--- src/design/bgs_pkg.sv ---
package bgs_pkg;

    localparam int FRAC_BITS_DEF = 8;

    localparam int CURVE_N  = 7;
    localparam int IDX_W    = 3;
    localparam int MV_W     = 15;
    localparam int MA_W     = 16;
    localparam int PCT_W    = 7;
    localparam int WGT_W    = 9;
    localparam int MULB_W   = 9;
    localparam int DIV_NW   = 18;
    localparam int DIV_DW   = 11;
    localparam int DIV_QW   = 7;
    localparam int DIV_CW   = 3;

    localparam logic [WGT_W-1:0] WGT_FULL  = 9'd256;
    localparam logic [WGT_W-1:0] WGT_RESET = 9'd205;
    localparam logic signed [MA_W-1:0] ON_RESET  = -16'sd500;
    localparam logic signed [MA_W-1:0] OFF_RESET = -16'sd100;

    localparam logic [MV_W-1:0] CURVE_MV [CURVE_N] =
        '{15'd12000, 15'd13600, 15'd14000, 15'd14280, 15'd14600, 15'd15000, 15'd16400};
    localparam logic [PCT_W-1:0] CURVE_PC [CURVE_N] =
        '{7'd0, 7'd10, 7'd20, 7'd40, 7'd60, 7'd80, 7'd100};

    typedef enum logic [1:0] {
        REG_WEIGHT = 2'd0,
        REG_ON     = 2'd1,
        REG_OFF    = 2'd2
    } t_reg_idx;

    typedef struct packed {
        logic              done;
        logic [DIV_QW-1:0] quot;
    } t_div_stat;

endpackage

--- src/design/bgs_mul.sv ---
module bgs_mul
    import bgs_pkg::*;
#(
    parameter int FRAC_BITS = FRAC_BITS_DEF
) (
    input  logic                                i_clk,
    input  logic signed [FRAC_BITS+16:0]        i_a,
    input  logic        [MULB_W-1:0]            i_b,
    output logic signed [FRAC_BITS+16+MULB_W+1:0] o_prod
);

    logic signed [MULB_W:0] b_s;

    assign b_s = {1'b0, i_b};

    always_ff @(posedge i_clk) begin
        o_prod <= i_a * b_s;
    end

endmodule

--- src/design/bgs_div.sv ---
module bgs_div
    import bgs_pkg::*;
(
    input  logic              i_clk,
    input  logic              i_rst_n,
    input  logic              i_start,
    input  logic [DIV_NW-1:0] i_dividend,
    input  logic [DIV_DW-1:0] i_divisor,
    output t_div_stat         o_stat
);

    localparam int SH_W = DIV_DW + DIV_QW - 1;

    logic              r_busy;
    logic              r_done;
    logic [DIV_CW-1:0] r_cnt;
    logic [DIV_NW-1:0] r_rem;
    logic [SH_W-1:0]   r_dsh;
    logic [DIV_QW-1:0] r_quot;
    logic [DIV_NW-1:0] dsh_ext;
    logic              fits;

    assign dsh_ext = DIV_NW'(r_dsh);
    assign fits    = r_rem >= dsh_ext;

    always_ff @(posedge i_clk) begin
        if (!i_rst_n) begin
            r_busy <= 1'b0;
            r_done <= 1'b0;
            r_cnt  <= '0;
        end else begin
            r_done <= 1'b0;
            if (i_start) begin
                r_busy <= 1'b1;
                r_cnt  <= DIV_CW'(DIV_QW);
            end else if (r_busy) begin
                r_cnt <= r_cnt - 1'b1;
                if (r_cnt == DIV_CW'(1)) begin
                    r_busy <= 1'b0;
                    r_done <= 1'b1;
                end
            end
        end
    end

    always_ff @(posedge i_clk) begin
        if (i_start) begin
            r_rem  <= i_dividend;
            r_dsh  <= {i_divisor, (DIV_QW-1)'(0)};
            r_quot <= '0;
        end else if (r_busy) begin
            if (fits) begin
                r_rem <= r_rem - dsh_ext;
            end
            r_quot <= {r_quot[DIV_QW-2:0], fits};
            r_dsh  <= r_dsh >> 1;
        end
    end

    assign o_stat.done = r_done;
    assign o_stat.quot = r_quot;

endmodule

--- src/design/battery_gauge_smoother.sv ---
// Battery gauge smoother. Each word carries one voltage sample in mV and one signed
// current sample in mA and yields one result word: the smoothed voltage and current
// (exponential average, weight of the old value in 256ths, FRAC_BITS fraction bits),
// a charging flag with hysteresis between two current thresholds, and a charge
// percentage interpolated on a 7-point 4S Li-ion curve. The first sample after reset
// loads the averages directly and reports 0 percent. A sample takes one shared
// multiplier pass per average and a curve search of one point per cycle; an
// interpolated sample then takes one more multiplier pass and a 7-step divider. A
// voltage at or below the lowest curve point or above the highest skips these, and
// the first sample after reset goes straight to the result word.
// The input is not ready while a sample is in work and is ready again in the cycle the
// result word appears. Configuration writes are always ready and should be made while
// the block is idle.
module battery_gauge_smoother
    import bgs_pkg::*;
#(
    parameter int FRAC_BITS = FRAC_BITS_DEF
) (
    input  logic                   i_clk,
    input  logic                   i_rst_n,
    input  logic                   i_valid,
    output logic                   o_ready,
    input  logic [MV_W-1:0]        i_sample_mv,
    input  logic signed [MA_W-1:0] i_sample_ma,
    output logic                   o_valid,
    input  logic                   i_ready,
    output logic [MV_W-1:0]        o_smooth_mv,
    output logic signed [MA_W-1:0] o_smooth_ma,
    output logic                   o_charging,
    output logic [PCT_W-1:0]       o_percent,
    input  logic                   i_cfg_valid,
    output logic                   o_cfg_ready,
    input  logic [1:0]             i_cfg_index,
    input  logic [15:0]            i_cfg_data
);

    localparam int VW = MV_W + FRAC_BITS;
    localparam int CW = MA_W + FRAC_BITS;
    localparam int MW = CW + 1;
    localparam int PW = MW + MULB_W + 1;

    typedef enum logic [9:0] {
        S_IDLE = 10'b0000000001,
        S_MULV = 10'b0000000010,
        S_MULC = 10'b0000000100,
        S_ACC  = 10'b0000001000,
        S_HYS  = 10'b0000010000,
        S_SRCH = 10'b0000100000,
        S_MULP = 10'b0001000000,
        S_DIVS = 10'b0010000000,
        S_DIVW = 10'b0100000000,
        S_FIN  = 10'b1000000000
    } t_state;

    t_state r_state;
    logic   r_primed;
    logic   r_flag;
    logic [VW-1:0]        r_volt;
    logic signed [CW-1:0] r_curr;
    logic [MV_W-1:0]      r_smv;
    logic signed [MA_W-1:0] r_sma;
    logic [IDX_W-1:0]     r_idx;
    logic [PCT_W-1:0]     r_pct;
    logic [WGT_W-1:0]     r_weight;
    logic signed [MA_W-1:0] r_on;
    logic signed [MA_W-1:0] r_off;

    logic r_o_valid;
    logic [MV_W-1:0]        r_o_mv;
    logic signed [MA_W-1:0] r_o_ma;
    logic                   r_o_chg;
    logic [PCT_W-1:0]       r_o_pct;

    logic [WGT_W-1:0]     w_clamp;
    logic [MULB_W-1:0]    b_ema;
    logic signed [MW-1:0] mul_a;
    logic [MULB_W-1:0]    mul_b;
    logic signed [PW-1:0] prod;
    logic signed [MW-1:0] delta;
    logic [IDX_W-1:0]     idx_m1;
    logic signed [CW-1:0] on_fx;
    logic signed [CW-1:0] off_fx;
    logic                 v_le;
    logic                 div_start;
    logic [DIV_NW-1:0]    div_num;
    logic [DIV_DW-1:0]    div_den;
    t_div_stat            div_stat;
    logic                 out_free;
    logic                 in_acc;

    assign o_ready     = (r_state == S_IDLE);
    assign o_cfg_ready = 1'b1;
    assign in_acc      = i_valid && o_ready;
    assign out_free    = !r_o_valid || i_ready;

    assign w_clamp = (r_weight > WGT_FULL) ? WGT_FULL : r_weight;
    assign b_ema   = WGT_FULL - w_clamp;
    assign idx_m1  = r_idx - 1'b1;
    assign delta   = prod[MW+7:8];
    assign on_fx   = {r_on, FRAC_BITS'(0)};
    assign off_fx  = {r_off, FRAC_BITS'(0)};
    assign v_le    = r_volt <= {CURVE_MV[r_idx], FRAC_BITS'(0)};

    always_comb begin
        mul_a = '0;
        mul_b = b_ema;
        case (r_state)
            S_MULV: begin
                mul_a = $signed({2'b00, r_smv, FRAC_BITS'(0)}) - $signed({2'b00, r_volt});
            end
            S_MULC: begin
                mul_a = $signed({r_sma[MA_W-1], r_sma, FRAC_BITS'(0)})
                      - $signed({r_curr[CW-1], r_curr});
            end
            S_MULP: begin
                mul_a = $signed({2'b00, r_volt})
                      - $signed({2'b00, CURVE_MV[idx_m1], FRAC_BITS'(0)});
                mul_b = MULB_W'(CURVE_PC[r_idx] - CURVE_PC[idx_m1]);
            end
            default: begin
                mul_a = '0;
            end
        endcase
    end

    bgs_mul #(
        .FRAC_BITS(FRAC_BITS)
    ) u_mul (
        .i_clk  (i_clk),
        .i_a    (mul_a),
        .i_b    (mul_b),
        .o_prod (prod)
    );

    assign div_start = (r_state == S_DIVS);
    assign div_num   = prod[FRAC_BITS +: DIV_NW];
    assign div_den   = DIV_DW'(CURVE_MV[r_idx] - CURVE_MV[idx_m1]);

    bgs_div u_div (
        .i_clk      (i_clk),
        .i_rst_n    (i_rst_n),
        .i_start    (div_start),
        .i_dividend (div_num),
        .i_divisor  (div_den),
        .o_stat     (div_stat)
    );

    always_ff @(posedge i_clk) begin
        if (!i_rst_n) begin
            r_weight <= WGT_RESET;
            r_on     <= ON_RESET;
            r_off    <= OFF_RESET;
        end else if (i_cfg_valid) begin
            unique case (i_cfg_index)
                REG_WEIGHT: r_weight <= i_cfg_data[WGT_W-1:0];
                REG_ON:     r_on     <= $signed(i_cfg_data);
                REG_OFF:    r_off    <= $signed(i_cfg_data);
                default:    ;
            endcase
        end
    end

    always_ff @(posedge i_clk) begin
        if (!i_rst_n) begin
            r_o_valid <= 1'b0;
        end else if (r_state == S_FIN && out_free) begin
            r_o_valid <= 1'b1;
        end else if (i_ready) begin
            r_o_valid <= 1'b0;
        end
    end

    always_ff @(posedge i_clk) begin
        if (!i_rst_n) begin
            r_state   <= S_IDLE;
            r_primed  <= 1'b0;
            r_flag    <= 1'b0;
            r_volt    <= '0;
            r_curr    <= '0;
        end else begin
            unique case (r_state)
                S_IDLE: begin
                    if (in_acc) begin
                        r_smv <= i_sample_mv;
                        r_sma <= i_sample_ma;
                        if (!r_primed) begin
                            r_volt   <= {i_sample_mv, FRAC_BITS'(0)};
                            r_curr   <= {i_sample_ma, FRAC_BITS'(0)};
                            r_primed <= 1'b1;
                            r_pct    <= '0;
                            if (i_sample_ma < r_on) begin
                                r_flag <= 1'b1;
                            end
                            r_state <= S_FIN;
                        end else begin
                            r_state <= S_MULV;
                        end
                    end
                end
                S_MULV: begin
                    r_state <= S_MULC;
                end
                S_MULC: begin
                    r_volt  <= VW'($signed({2'b00, r_volt}) + delta);
                    r_state <= S_ACC;
                end
                S_ACC: begin
                    r_curr  <= CW'($signed({r_curr[CW-1], r_curr}) + delta);
                    r_state <= S_HYS;
                end
                S_HYS: begin
                    if (r_curr > off_fx) begin
                        r_flag <= 1'b0;
                    end else if (r_curr < on_fx) begin
                        r_flag <= 1'b1;
                    end
                    r_idx   <= '0;
                    r_state <= S_SRCH;
                end
                S_SRCH: begin
                    if (v_le) begin
                        if (r_idx == '0) begin
                            r_pct   <= CURVE_PC[0];
                            r_state <= S_FIN;
                        end else begin
                            r_state <= S_MULP;
                        end
                    end else if (r_idx == IDX_W'(CURVE_N - 1)) begin
                        r_pct   <= CURVE_PC[CURVE_N-1];
                        r_state <= S_FIN;
                    end else begin
                        r_idx <= r_idx + 1'b1;
                    end
                end
                S_MULP: begin
                    r_state <= S_DIVS;
                end
                S_DIVS: begin
                    r_state <= S_DIVW;
                end
                S_DIVW: begin
                    if (div_stat.done) begin
                        r_pct   <= CURVE_PC[idx_m1] + div_stat.quot;
                        r_state <= S_FIN;
                    end
                end
                S_FIN: begin
                    if (out_free) begin
                        r_state <= S_IDLE;
                    end
                end
                default: begin
                    r_state <= S_IDLE;
                end
            endcase
        end
    end

    always_ff @(posedge i_clk) begin
        if (r_state == S_FIN && out_free) begin
            r_o_mv  <= r_volt[VW-1:FRAC_BITS];
            r_o_ma  <= r_curr[CW-1:FRAC_BITS];
            r_o_chg <= r_flag;
            r_o_pct <= r_pct;
        end
    end

    assign o_valid     = r_o_valid;
    assign o_smooth_mv = r_o_mv;
    assign o_smooth_ma = r_o_ma;
    assign o_charging  = r_o_chg;
    assign o_percent   = r_o_pct;

    a_pct_range: assert property (@(posedge i_clk) disable iff (!i_rst_n)
        o_valid |-> (o_percent <= PCT_W'(100)))
        else $error("percent out of range");

    a_busy_after_accept: assert property (@(posedge i_clk) disable iff (!i_rst_n)
        (i_valid && o_ready) |=> !o_ready)
        else $error("ready after accepting a word");

    a_div_primed: assert property (@(posedge i_clk) disable iff (!i_rst_n)
        (r_state == S_DIVW) |-> (r_primed && r_idx != '0))
        else $error("interpolation without a bracketing segment");

endmodule
--- config.mk ---
export PLATFORM = sky130hd
export DESIGN_NAME = battery_gauge_smoother
export DESIGN_NICKNAME = d
export VERILOG_FILES = /design/src/design/bgs_pkg.sv /design/src/design/bgs_mul.sv /design/src/design/bgs_div.sv /design/src/design/battery_gauge_smoother.sv
export SDC_FILE = /design/constraint.sdc
export NUM_CORES = 1
export LEC_CHECK = 0
export ABC_CLOCK_PERIOD_IN_PS = 13100
export BUFFER_PORTS_ARGS = -buffer_cell sky130_fd_sc_hd__buf_2
export CAP_MARGIN = 40
export CORE_ASPECT_RATIO = 2
export CORE_MARGIN = 10
export CORE_UTILIZATION = 50
export CTS_BUF_LIST = sky130_fd_sc_hd__clkbuf_8
export CTS_CLUSTER_DIAMETER = 200
export DETAILED_ROUTE_END_ITERATION = 7
export PLACE_DENSITY = 0.65
export SLEW_MARGIN = 0
export SYNTH_ARGS = -nofsm -noshare
export SYNTH_HDL_FRONTEND = slang
export SYNTH_HIERARCHICAL = 1
export SYNTH_SLANG_ARGS = --single-unit
export TNS_END_PERCENT = 5
--- constraint.sdc ---
create_clock -name i_clk -period 13.1 [get_ports i_clk]
set_input_delay 1.31 -clock i_clk [delete_from_list [all_inputs] [get_ports i_clk]]
set_output_delay 1.31 -clock i_clk [all_outputs]
set_load 0.05 [all_outputs]
* After elaboration in Yosys (flattened, before gate mapping) *
Memories as Yosys holds them, arrays and structs flattened.
Index checks and enable logic that the tools add are counted.
W data, S select, Z words.

storage, ports and cells
  register bits = 260
  ROM bits = 352
  input bits = 54
  output and inout bits = 42
  word-level logic and storage cells = 160
  memories kept = 4

operators by class
  $add $sub $neg = 13
  $mul = 1
  order comparisons = 8
  equal/unequal tests = 24
  mux-type cells = 54
  bitwise logic cells = 4
  reductions and logical operators = 27

memories
  memory            words  bits a word  read ports  clocked after memory_dff  write ports  line                           source
  (name not given)  8      15           1           0                         0            battery_gauge_smoother.sv:137  assign div_den = DIV_DW'(CURVE_MV[r_idx] - CURVE_MV[idx_m1]);
  (name not given)  8      15           1           0                         0            battery_gauge_smoother.sv:137
  (name not given)  8      7            1           0                         0            battery_gauge_smoother.sv:243  r_pct <= CURVE_PC[idx_m1] + div_stat.quot;
  (name not given)  8      7            1           0                         0            battery_gauge_smoother.sv:118  mul_b = MULB_W'(CURVE_PC[r_idx] - CURVE_PC[idx_m1]);

operator list
  cell              number
  $pmux W10 S10     1
  $pmux W25 S3      1
  $mux W10          7
  $mux W7           10
  $mux W15          4
  $mux W18          3
  $mux W24          2
  $pmux W24 S2      1
  $sub A23 B23 Y24  2
  $mux W23          2
  $pmux W23 S2      1
  $mux W17          2
  $mul A25 B10 Y32  1
  $sub A24 B24 Y25  1
  $add A24 B24 Y24  1
  $gt A24 B24 Y1    1
  $lt A24 B24 Y1    1
  $add A23 B23 Y23  1
  $le A23 B23 Y1    1
  $pmux W7 S3       1
  $ge A18 B17 Y1    1
  $mux W9           2
  $sub A18 B17 Y18  1
  $lt A16 B16 Y1    1
  44 further kinds  82

* Logic depth before layout (Yosys ltp) *
  word-level depth = 8
  gate-level depth with buffers = 39
  gate-level depth less buffers = 35

* Hierarchy *
Netlist, hierarchy kept.

by module, submodules not included
  module                  times used  cells each  area an instance (um^2)  sequential area each (um^2)
  battery_gauge_smoother  1           1622        13808.2                  4424.2
  bgs_mul                 1           972         8832.2                   700.7
  bgs_div                 1           307         2855.2                   1231.2

* Worst setup path after synthesis *
No wires, ideal clock.

  path type = flip-flop to flip-flop
  from = register r_idx[0]
  to = register u_mul/o_prod[34] (netlist name)
  setup time = 91 ps
  arrival time = 8577 ps
  data required time = 13009 ps
  slack = 4433 ps
  cell stages (with the launch flop) = 38
  buffers on the path = 4
  clock period less this slack = 8667 ps
  cells stage by stage = edfxtp_1 -> clkbuf_1 -> inv_1 -> ha_1 -> inv_1 -> ha_1 -> buf_2 -> buf_1 -> nand2_1 -> o21ai_0 -> ha_1 -> inv_1 -> maj3_2 -> a21o_1 -> a32o_1 -> a31oi_2 -> o221ai_1 -> a2111oi_0 -> [... 2 more ...] -> clkbuf_1 -> nand2_1 -> fa_1 -> inv_1 -> fa_1 -> fa_1 -> fa_1 -> inv_1 -> fa_1 -> inv_1 -> ha_1 -> a21o_1 -> a21oi_1 -> o21bai_1 -> a2111oi_2 -> o22ai_1 -> o21a_1 -> a311oi_1

RTL lines
  what                    line                           source
  start, declared         battery_gauge_smoother.sv:62   logic [IDX_W-1:0] r_idx;
  start signal, assigned  battery_gauge_smoother.sv:232  r_idx <= r_idx + 1'b1;

* Worst setup path after layout *
  from = register r_idx[1]
  to = register u_mul.o_prod[29]

on the way
  longest elaborated chain between the ends = 8
  elaborated cells on any way between the ends = 17
  those cells by class = add/sub: 3; mul: 1; mux: 8; bitwise: 2; memory: 3

RTL lines
  what                              line                           source
  $sub A3 B1 Y3                     battery_gauge_smoother.sv:98   assign idx_m1 = r_idx - 1'b1;
  $not A3 Y4 (not written as such)  battery_gauge_smoother.sv:117  - $signed({2'b00, CURVE_MV[idx_m1], FRAC_BITS'(0)});
  $mem_v2 Z8 W15                    --
  $mux W15 (2 in a row)             --
  $sub A23 B23 Y24                  battery_gauge_smoother.sv:117
  $pmux W25 S3                      battery_gauge_smoother.sv:107  case (r_state)
  net mul_a[22]                     battery_gauge_smoother.sv:76   logic signed [MW-1:0] mul_a;
  $mul A25 B10 Y32                  bgs_mul.sv:17                  o_prod <= i_a * b_s;
  end signal, assigned              bgs_mul.sv:17
  end, declared                     bgs_mul.sv:9                   output logic signed [FRAC_BITS+16+MULB_W+1:0] o_prod

The timed path passes the listed nets, and every way through them passes these cells. The select of a mux whose other input is x is not followed.
A chain may end at the register's enable or synchronous reset.

==> impl_metrics.tcl <==
set metrics [dict create \
    arrival_ns 10.20 \
    peakVddDrop_mv 0.0698 \
    syn_inst 2824 \
    hold_viol 0 \
    fin_hold_ws_ns 0.419 \
    nFillCells 4541 \
    synth_area_per_cell_um2 8.76 \
    power_density_nw_per_um2 83.2 \
    pwr-share-comb_pct 28.3 \
    startpoint_type "flip-flop" \
    grt_pass1_wl_um 119000 \
    p_total_uw 2230 \
    first_global_vias 21800 \
    regToRegStartpoint "r_idx[1]" \
    cts_htree_levels 2 \
    holdBufCountCts 0 \
    path_common_cell "inv_1" \
    slew_violations 0 \
    cts_root_buf "clkbuf_8" \
    crit_fanout 21 \
    fp-row-count 115 \
    rsz0062_at_grt "false" \
    yosysWarnings 6 \
    cts_tree "done" \
    timing.final.crit_period_ns 9.67 \
    post_cts_buffers 0 \
    intPower_uw 1420 \
    dieWidth_um 177 \
    seqPwrFrac_pct 42.4 \
    viasPerCell 5.81 \
    drive_above_1_share_pct 8.93 \
    clkPwrFrac_pct 29.3 \
    port_buffers 94 \
    hold_path_class "flip-flop to flip-flop" \
    seqCellArea_um2 6140 \
    setup_viol 0 \
    final_common_cell "nand2_1" \
    gr-total-overflow 0 \
    placeableCoreArea_um2 49100 \
    grt_use_total_pct 25.8 \
    grt_max_degree 80 \
    final_cells 3578 \
    antenna_found_initial 1 \
    status "finished clean" \
    swShare_pct 36.1 \
    clockBufferDepth 3 \
    start_util_pct 50.4 \
    dp.cells 3506 \
    crit_path_end_kind "flip-flop" \
    crit_slowest_cell "o21ai_1" \
    fin_setup_tns_ns 0 \
    drc 0 \
    cts.sinks 252 \
    dieHeight_um 335 \
    multi_input_area_um2 17000 \
    clock.fmax_mhz 103 \
    crit_required_ns 13.63 \
    clk-insertion-delay-late_ns 0.60 \
    gp_congestion 0.996 \
    ctsResizeCount 0 \
    final.setup_skew_ns 0.0324 \
    routed_wl_um 77200 \
    worstMarginPinSlew_ns 0.909 \
    path_clk_slew_ns 0.07 \
    wl_per_cell_um 21.6 \
    place_hpwl_um 62100 \
    switchingPower_uw 803 \
    crit_start "r_idx[1]" \
    critical_path.max_stage_delay_ns 0.73 \
    drtAntennaViolNets 0 \
    synthesis.area_um2 24700 \
    cts_buffers 38 \
    layout_common_cells "nand2_1, inv_1, ha_1" \
    min_from "r_pct[3]" \
    maxCapViolations 0 \
    syn2layout_area_growth_pct 8.28 \
    dieArea_um2 59300 \
    path_class "flip-flop to flip-flop" \
    final_nets 3395 \
    ioPinCount 96 \
    drtIter0Drc 1126 \
    drt_first_pass_iters 5 \
    vias 20800 \
    fin_crit_sh_pct 73.9 \
    maxSlewHeadroom_pct 39.0 \
    power.leakage_uw 0.0127 \
]
==> power by group through the flow <==
stage,logic (µW),clock network (µW),registers (µW)
after global routing,694,691,947
final,631,652,944
after detailed placement,622,0,959
after global placement,607,0,959
after floorplan,431,0,952
after CTS,626,668,942
==> final timing paths <==
path         cells after the start          endpoint  slack, ns
max reg2reg                     32  u_mul/o_prod[29]       3.43
min                              0      o_percent[3]       0.42
max                             32  u_mul/o_prod[29]       3.43
min reg2reg                      0      o_percent[3]       0.42
==> state kept, by name, indices dropped and copies added (netlist names), 7 cells and up <==
register,cells
r_state,10
o_percent,7
u_div/r_quot,7
r_on,16
r_smv,15
o_smooth_mv,15
u_mul/o_prod,24
r_off,16
r_curr,24
o_smooth_ma,16
r_pct,7
u_div/r_dsh,17
r_sma,16
u_div/r_rem,18
r_volt,23
r_weight,9
==> final cells by class <==
type	instances	share of cell area (%)
multi-input combinational	2134	63.4
antenna	2	0.0187
sequential	252	22.9
clock buffer	38	1.95
inverter	333	4.67
timing repair buffer	144	3.26
tap	643	3.00
clock inverter	32	0.747
==> routing by layer <==
metal  track usage [%]  share of wire (%)
met5                 0                  0
met4              16.7                7.1
met3              3.07                4.1
met2              49.0                 54
met1              25.4                 35
==> worst max-delay path: cells and delay by family, from the launching register on <==
kind            cells  cell delay (ns)
flops               1             0.58
buf+inv             6             0.61
compound gates      9             2.72
xor+xnor            1             0.11
simple gates        6             1.13
fa+ha+maj          10             4.45
==> stage by stage <==
step	worst slack [ns]	area [µm²]	utilization [%]
after detailed placement	3.52	26100	53.1
after global routing	2.61	26800	54.6
after CTS	3.45	26800	54.6
final	3.43	26800	54.6
after global placement	3.68	25900	52.8
after floorplan	4.62	24700	-
No activity file was read; power rests on OpenSTA's default activity.
